--- src/rtl/unhs_pkg.sv ---
// Shared types, constants and state codes of the UCB1 next hop selector.
`default_nettype none

package unhs_pkg;

  localparam int NODES_DEF = 16;
  localparam int CAND_CAP  = 16;
  localparam int CIDX_W    = 4;
  localparam int CNT_W     = 32;
  localparam int TOT_W     = CNT_W + CIDX_W;
  localparam int K_W       = 6;
  localparam int LN_W      = K_W + 16;
  localparam int MEAN_W    = 17;
  localparam int DIVD_W    = 48;
  localparam int SQ_IN_W   = 40;
  localparam int SQ_W      = 20;
  localparam int SCORE_W   = 24;
  localparam int GAIN_W    = 16;

  localparam logic [7:0]         HOP_NONE   = 8'hFF;
  localparam logic [15:0]        LN2_Q16    = 16'd45426;
  localparam logic [SCORE_W-1:0] SCORE_MAX  = 24'hFF_FFFF;
  localparam logic [GAIN_W-1:0]  GAIN_RESET = 16'd5793;
  localparam logic [CNT_W-1:0]   CNT_MAX    = 32'hFFFF_FFFF;

  localparam logic KIND_SELECT   = 1'b0;
  localparam logic KIND_SNAPSHOT = 1'b1;

  typedef enum logic [1:0] {
    FN_RECORD = 2'd0,
    FN_CAND   = 2'd1,
    FN_QUERY  = 2'd2
  } func_t;

  typedef enum logic [1:0] {
    OP_RECORD,
    OP_CAND,
    OP_QUERY
  } op_t;

  typedef struct packed {
    logic [1:0] func;
    logic [7:0] destination;
    logic [7:0] next_hop;
    logic       success;
    logic       healthy;
    logic [7:0] exclude_hop;
    logic       last;
  } in_item_t;

  typedef struct packed {
    logic              kind;
    logic [7:0]        chosen_hop;
    logic [CNT_W-1:0]  attempts;
    logic [CNT_W-1:0]  successes;
    logic [CNT_W-1:0]  failures;
    logic [MEAN_W-1:0] mean_reward;
  } out_item_t;

  // Command handed from the front end to the engine through the queue.
  typedef struct packed {
    op_t        op;
    logic       ids_ok;
    logic [7:0] dest;
    logic [7:0] hop;
    logic       success;
    logic       healthy;
    logic [7:0] excl;
    logic       last;
  } cmd_t;

  typedef struct packed {
    logic [CNT_W-1:0] fail;
    logic [CNT_W-1:0] succ;
    logic [CNT_W-1:0] att;
  } arm_t;

  typedef enum logic [4:0] {
    ST_CLEAR,
    ST_IDLE,
    ST_REC_RD,
    ST_REC_WR,
    ST_QRY_RD,
    ST_QRY_DIV,
    ST_QRY_WAIT,
    ST_SEL_SCAN,
    ST_SEL_FILT,
    ST_SEL_ARD,
    ST_SEL_ACHK,
    ST_LOG_NORM,
    ST_LOG_SQ,
    ST_LOG_MUL,
    ST_SC_RD,
    ST_SC_DIVR,
    ST_SC_WAITR,
    ST_SC_WAITQ,
    ST_SC_BONUS,
    ST_SC_WAITM,
    ST_SC_CMP,
    ST_EMIT
  } bk_state_t;

endpackage

`default_nettype wire

--- src/rtl/unhs_front.sv ---
// Front end: accepts items, drops those with no effect, queues the rest.
`default_nettype none

module unhs_front #(
  parameter int NODES = unhs_pkg::NODES_DEF
) (
  input  wire                 clk,
  input  wire                 rst_n,
  input  wire                 in_valid,
  output logic                in_ready,
  input  unhs_pkg::in_item_t  in_data,
  input  wire                 clear_busy,
  output logic                q_valid,
  input  wire                 q_pop,
  output unhs_pkg::cmd_t      q_cmd
);

  unhs_pkg::cmd_t cmd_r [2];
  logic           wr_ptr_r;
  logic           rd_ptr_r;
  logic [1:0]     fill_r;

  unhs_pkg::cmd_t cls;
  logic           dest_ok;
  logic           hop_ok;
  logic           keep;
  logic           push;
  logic           pop;

  always_comb begin
    dest_ok = int'(in_data.destination) < NODES;
    hop_ok  = int'(in_data.next_hop) < NODES;
    cls.ids_ok  = dest_ok && hop_ok;
    cls.dest    = in_data.destination;
    cls.hop     = in_data.next_hop;
    cls.success = in_data.success;
    cls.healthy = in_data.healthy;
    cls.excl    = in_data.exclude_hop;
    cls.last    = in_data.last;
    case (in_data.func)
      unhs_pkg::FN_RECORD: begin
        cls.op = unhs_pkg::OP_RECORD;
        keep   = dest_ok && hop_ok;
      end
      unhs_pkg::FN_CAND: begin
        cls.op = unhs_pkg::OP_CAND;
        keep   = 1'b1;
      end
      unhs_pkg::FN_QUERY: begin
        cls.op = unhs_pkg::OP_QUERY;
        keep   = 1'b1;
      end
      default: begin
        cls.op = unhs_pkg::OP_QUERY;
        keep   = 1'b0;
      end
    endcase
  end

  assign in_ready = !clear_busy && (fill_r != 2'd2);
  assign push     = in_valid && in_ready && keep;
  assign q_valid  = fill_r != 2'd0;
  assign pop      = q_pop && q_valid;
  assign q_cmd    = cmd_r[rd_ptr_r];

  always_ff @(posedge clk) begin
    if (push) begin
      cmd_r[wr_ptr_r] <= cls;
    end
  end

  always_ff @(posedge clk) begin
    if (!rst_n) begin
      wr_ptr_r <= 1'b0;
      rd_ptr_r <= 1'b0;
      fill_r   <= 2'd0;
    end else begin
      if (push) begin
        wr_ptr_r <= !wr_ptr_r;
      end
      if (pop) begin
        rd_ptr_r <= !rd_ptr_r;
      end
      case ({push, pop})
        2'b10:   fill_r <= fill_r + 2'd1;
        2'b01:   fill_r <= fill_r - 2'd1;
        default: fill_r <= fill_r;
      endcase
    end
  end

endmodule

`default_nettype wire

--- config.mk ---
export PLATFORM = sky130hd
export DESIGN_NAME = unhs_front
export DESIGN_NICKNAME = d
export VERILOG_FILES = /design/src/rtl/unhs_pkg.sv /design/src/rtl/unhs_front.sv
export SDC_FILE = /design/constraint.sdc
export NUM_CORES = 1
export LEC_CHECK = 0
export ABC_AREA = 1
export BUFFER_PORTS_ARGS = -buffer_cell sky130_fd_sc_hd__buf_4
export CAP_MARGIN = 20
export CORE_ASPECT_RATIO = 0.75
export CORE_MARGIN = 2
export CORE_UTILIZATION = 25
export DETAILED_ROUTE_END_ITERATION = 10
export GPL_TIMING_DRIVEN = 0
export PLACE_DENSITY_LB_ADDON = 0.2
export SYNTH_ARGS = -nofsm -noshare
export SYNTH_HDL_FRONTEND = slang
export SYNTH_SLANG_ARGS = --single-unit
--- constraint.sdc ---
create_clock -name clk -period 4.2 [get_ports clk]
set_input_delay 1.05 -clock clk [delete_from_list [all_inputs] [get_ports clk]]
set_output_delay 1.05 -clock clk [all_outputs]
set_load 0.02 [all_outputs]
==> reports/qor.txt <==
Initial DRC count = 63
Worst Setup Start Kind = input port
Post-synth top area cell = edfxtp_1
Slew margin rel. = 0.6225
Synth top area share = 0.7240
Top FF cell, synth = edfxtp_1
Cts repair resizes = 0
Overall routing resource usage = 0.09598
Sequential Area = 1902 µm²
Worst-path clk slew = 0.05 ns
Post-CTS Setup Bufs = 0
Synthesized net count = 178
Worst EP arrival = 1.55 ns
Critical Setup Path Class = input port to output pin
# IOs = 66
Setup crit end kind = output pin
Sink Count = 65
Synth top area cells = edfxtp_1 (72%), mux2_2 (14%), dfxtp_1 (4.0%), ha_1 (2.0%), a21oi_1 (1.2%)
Final setup fails = 0
Fin. Hold Viols = 0
Antenna viol nets, final = 0
Hold Crit Depth = 1
Area of the multi-input gates = 545.5 µm²
Status = complete, no violations
Final Skew = 0.003726 ns
CTS Hold Bufs = 0
Power Density = 470.3 nW/µm²
Worst-case reg-to-reg path depth = 5
Crit share post-route = 0.6180
Fill count = 934
Synthesized area per cell = 17.78 µm²
CP Max Fanout = 2
WL/cell = 13.45 µm
RSZ-0062 raised after global routing = false
Sequential share of the synthesized area = 0.7642
Worst-Skew Late Latency = 0.32 ns
Antenna diode count = 0
Ys Warns = 0
Setup TNS = 0 ns
Vias/cell = 3.952
Core ar. = 9658 µm²
First-pass GRT wire length = 7652 µm
Die Footprint = 10,780 µm²
Deepest clock path buffer count = 2
Cell Area, Synth = 2489 µm²
Fin util = 0.3609
Synth Register Bits = 65
Layout Nets = 256
Gate Count Post-Synth = 140
Hold Crit Class = flip-flop to flip-flop
Gr ovfl total = 0
Worst VDD drop = 0.0001714 V
TritonCTS clock tree = yes
Remaining DRCs = 0
Hold Path Origin = rd_ptr_r$_SDFFE_PN0P_
Htree depth = 3
TritonRoute pass-1 iters = 4
Die height = 90.41 µm
Lkg Pwr = 1.321 nW
Reg2Reg Setup Slack = 2.42 ns
Critical path data required time = 3.15 ns
# rows = 31
Layout area overhead = 40.07%
R2R Path Start = fill_r[0]$_SDFFE_PN0P_
Die W = 119.2 µm
Vias in the first global route = 1,432
Unique cell type count in the Yosys netlist = 17
Max Clock Freq = 385.3 MHz
Post-synth EDFFs = 60
Via count = 1,403
Drt total wl = 4775 µm
Worst R2R End = cmd_r[1][11]$_DFFE_PP_
Max Cap Violations = 0
Slew @ Worst Pin = 0.5656 ns
GPL Wtd Cong = 0.6746
CTS Buf Count = 9
Tmin final = 2.595 ns
Most numerous cell in the Yosys netlist = edfxtp_1
Cell chosen for the clock root = clkbuf_16
Initial antenna violation count = 0
Max Slew Vio Count = 0
Layout cells sized above 1 = 0.5471
Fraction of registers with async set or reset after synthesis = 0
Largest net degree at the start of global routing = 25
HPWL after DPL = 3204 µm
Initial Util = 0.2577
I/O Buffers = 65
Synth cell count leaders = edfxtp_1 (60), mux2_2 (30), inv_1 (7), nor2_1 (7)
==> worst max-delay path by stage <==
stage          depth (start not counted)        start  slack (ns)                      to
3_5_place_dp                           9  in_data[18]        1.34  cmd_r[1][11]$_DFFE_PP_
3_3_place_gp                           8  in_data[18]       -0.27   cmd_r[0][6]$_DFFE_PP_
6_report                               4   clear_busy        1.60                in_ready
5_1_grt                                9  in_data[15]        1.54  cmd_r[1][16]$_DFFE_PP_
4_1_cts                                4   clear_busy        1.60                in_ready
2_1_floorplan                          4  in_data[27]        0.97   cmd_r[0][0]$_DFFE_PP_
==> worst max-delay path: stages <==
cell and delay, ns:
buf_4 0.10, o21bai_2 0.20, inv_1 0.06, buf_4 0.13
==> where the power goes <==
part,internal [mW],switching [mW]
clock,0.458,0.257
sequential,0.726,0.00634
combinational,0.0930,0.0986
total,1.28,0.362
==> metal layers <==
layer | share of wire | GRT usage | up-vias
met2 | 0.43 | 0.1303 | 50
met3 | 0.071 | 0.04672 | 6
li1 | - | - | 679
met1 | 0.49 | 0.1345 | 668
met5 | 0 | 0 | -
met4 | 0.0096 | 0.02679 | 0
==> kinds of logic (layout without fill, tap and decap cells) <==
family / count (synthesis) / count (layout) / share of synthesized area
buf+inv: 12 / 95 / 0.01961
simple gates: 18 / 18 / 0.03570
compound gates: 11 / 11 / 0.02463
mux: 30 / 30 / 0.1357
fa+ha+maj: 4 / 4 / 0.02011
flops: 65 / 65 / 0.7642
==> stage by stage <==
step | instance area [µm²] | power, mW | std cells | setup WS (ns) | hold slack (ns)
detailed placement | 3197 | 0.9405 | 339 | 1.341 | 0.4479
CTS | 3486 | 1.663 | 355 | 1.598 | 0.4574
global placement | 3142 | 0.9372 | 337 | -0.2701 | 0.4438
finish | 3486 | 1.639 | 355 | 1.605 | 0.4647
global route | 3486 | 1.707 | 355 | 1.537 | 0.5036
floorplan | 2489 | 0.8502 | 140 | 0.9679 | 0.4303
==> sequential cells by signal (all words and copies together), names as in the netlist, named ones only <==
register,count
cmd_r,60
fill_r,2
rd_ptr_r,1
wr_ptr_r,1
==> placed cells by master (no fill, tap or decap), drive strengths merged, types with 4 or more instances in the layout <==
| cell type | netlist | routed |
|---|---|---|
| a21oi | 6 | 6 |
| buf | 3 | 70 |
| clkbuf | 0 | 11 |
| dfxtp | 5 | 5 |
| edfxtp | 60 | 60 |
| ha | 4 | 4 |
| inv | 9 | 9 |
| mux2 | 30 | 30 |
| nand2 | 8 | 8 |
| nor2 | 8 | 8 |
| o21ai | 4 | 4 |
==> layout make-up <==
| class | instances | share of cell area |
|---|---|---|
| buffer | 3 | 0.004307 |
| clock buffer | 11 | 0.06676 |
| sequential | 65 | 0.5456 |
| tap | 132 | 0.04738 |
| inverter | 9 | 0.009691 |
| clock inverter | 5 | 0.01615 |
| timing repair buffer | 67 | 0.1536 |
| multi-input combinational | 63 | 0.1565 |
Power figures use the tool's default switching activity.
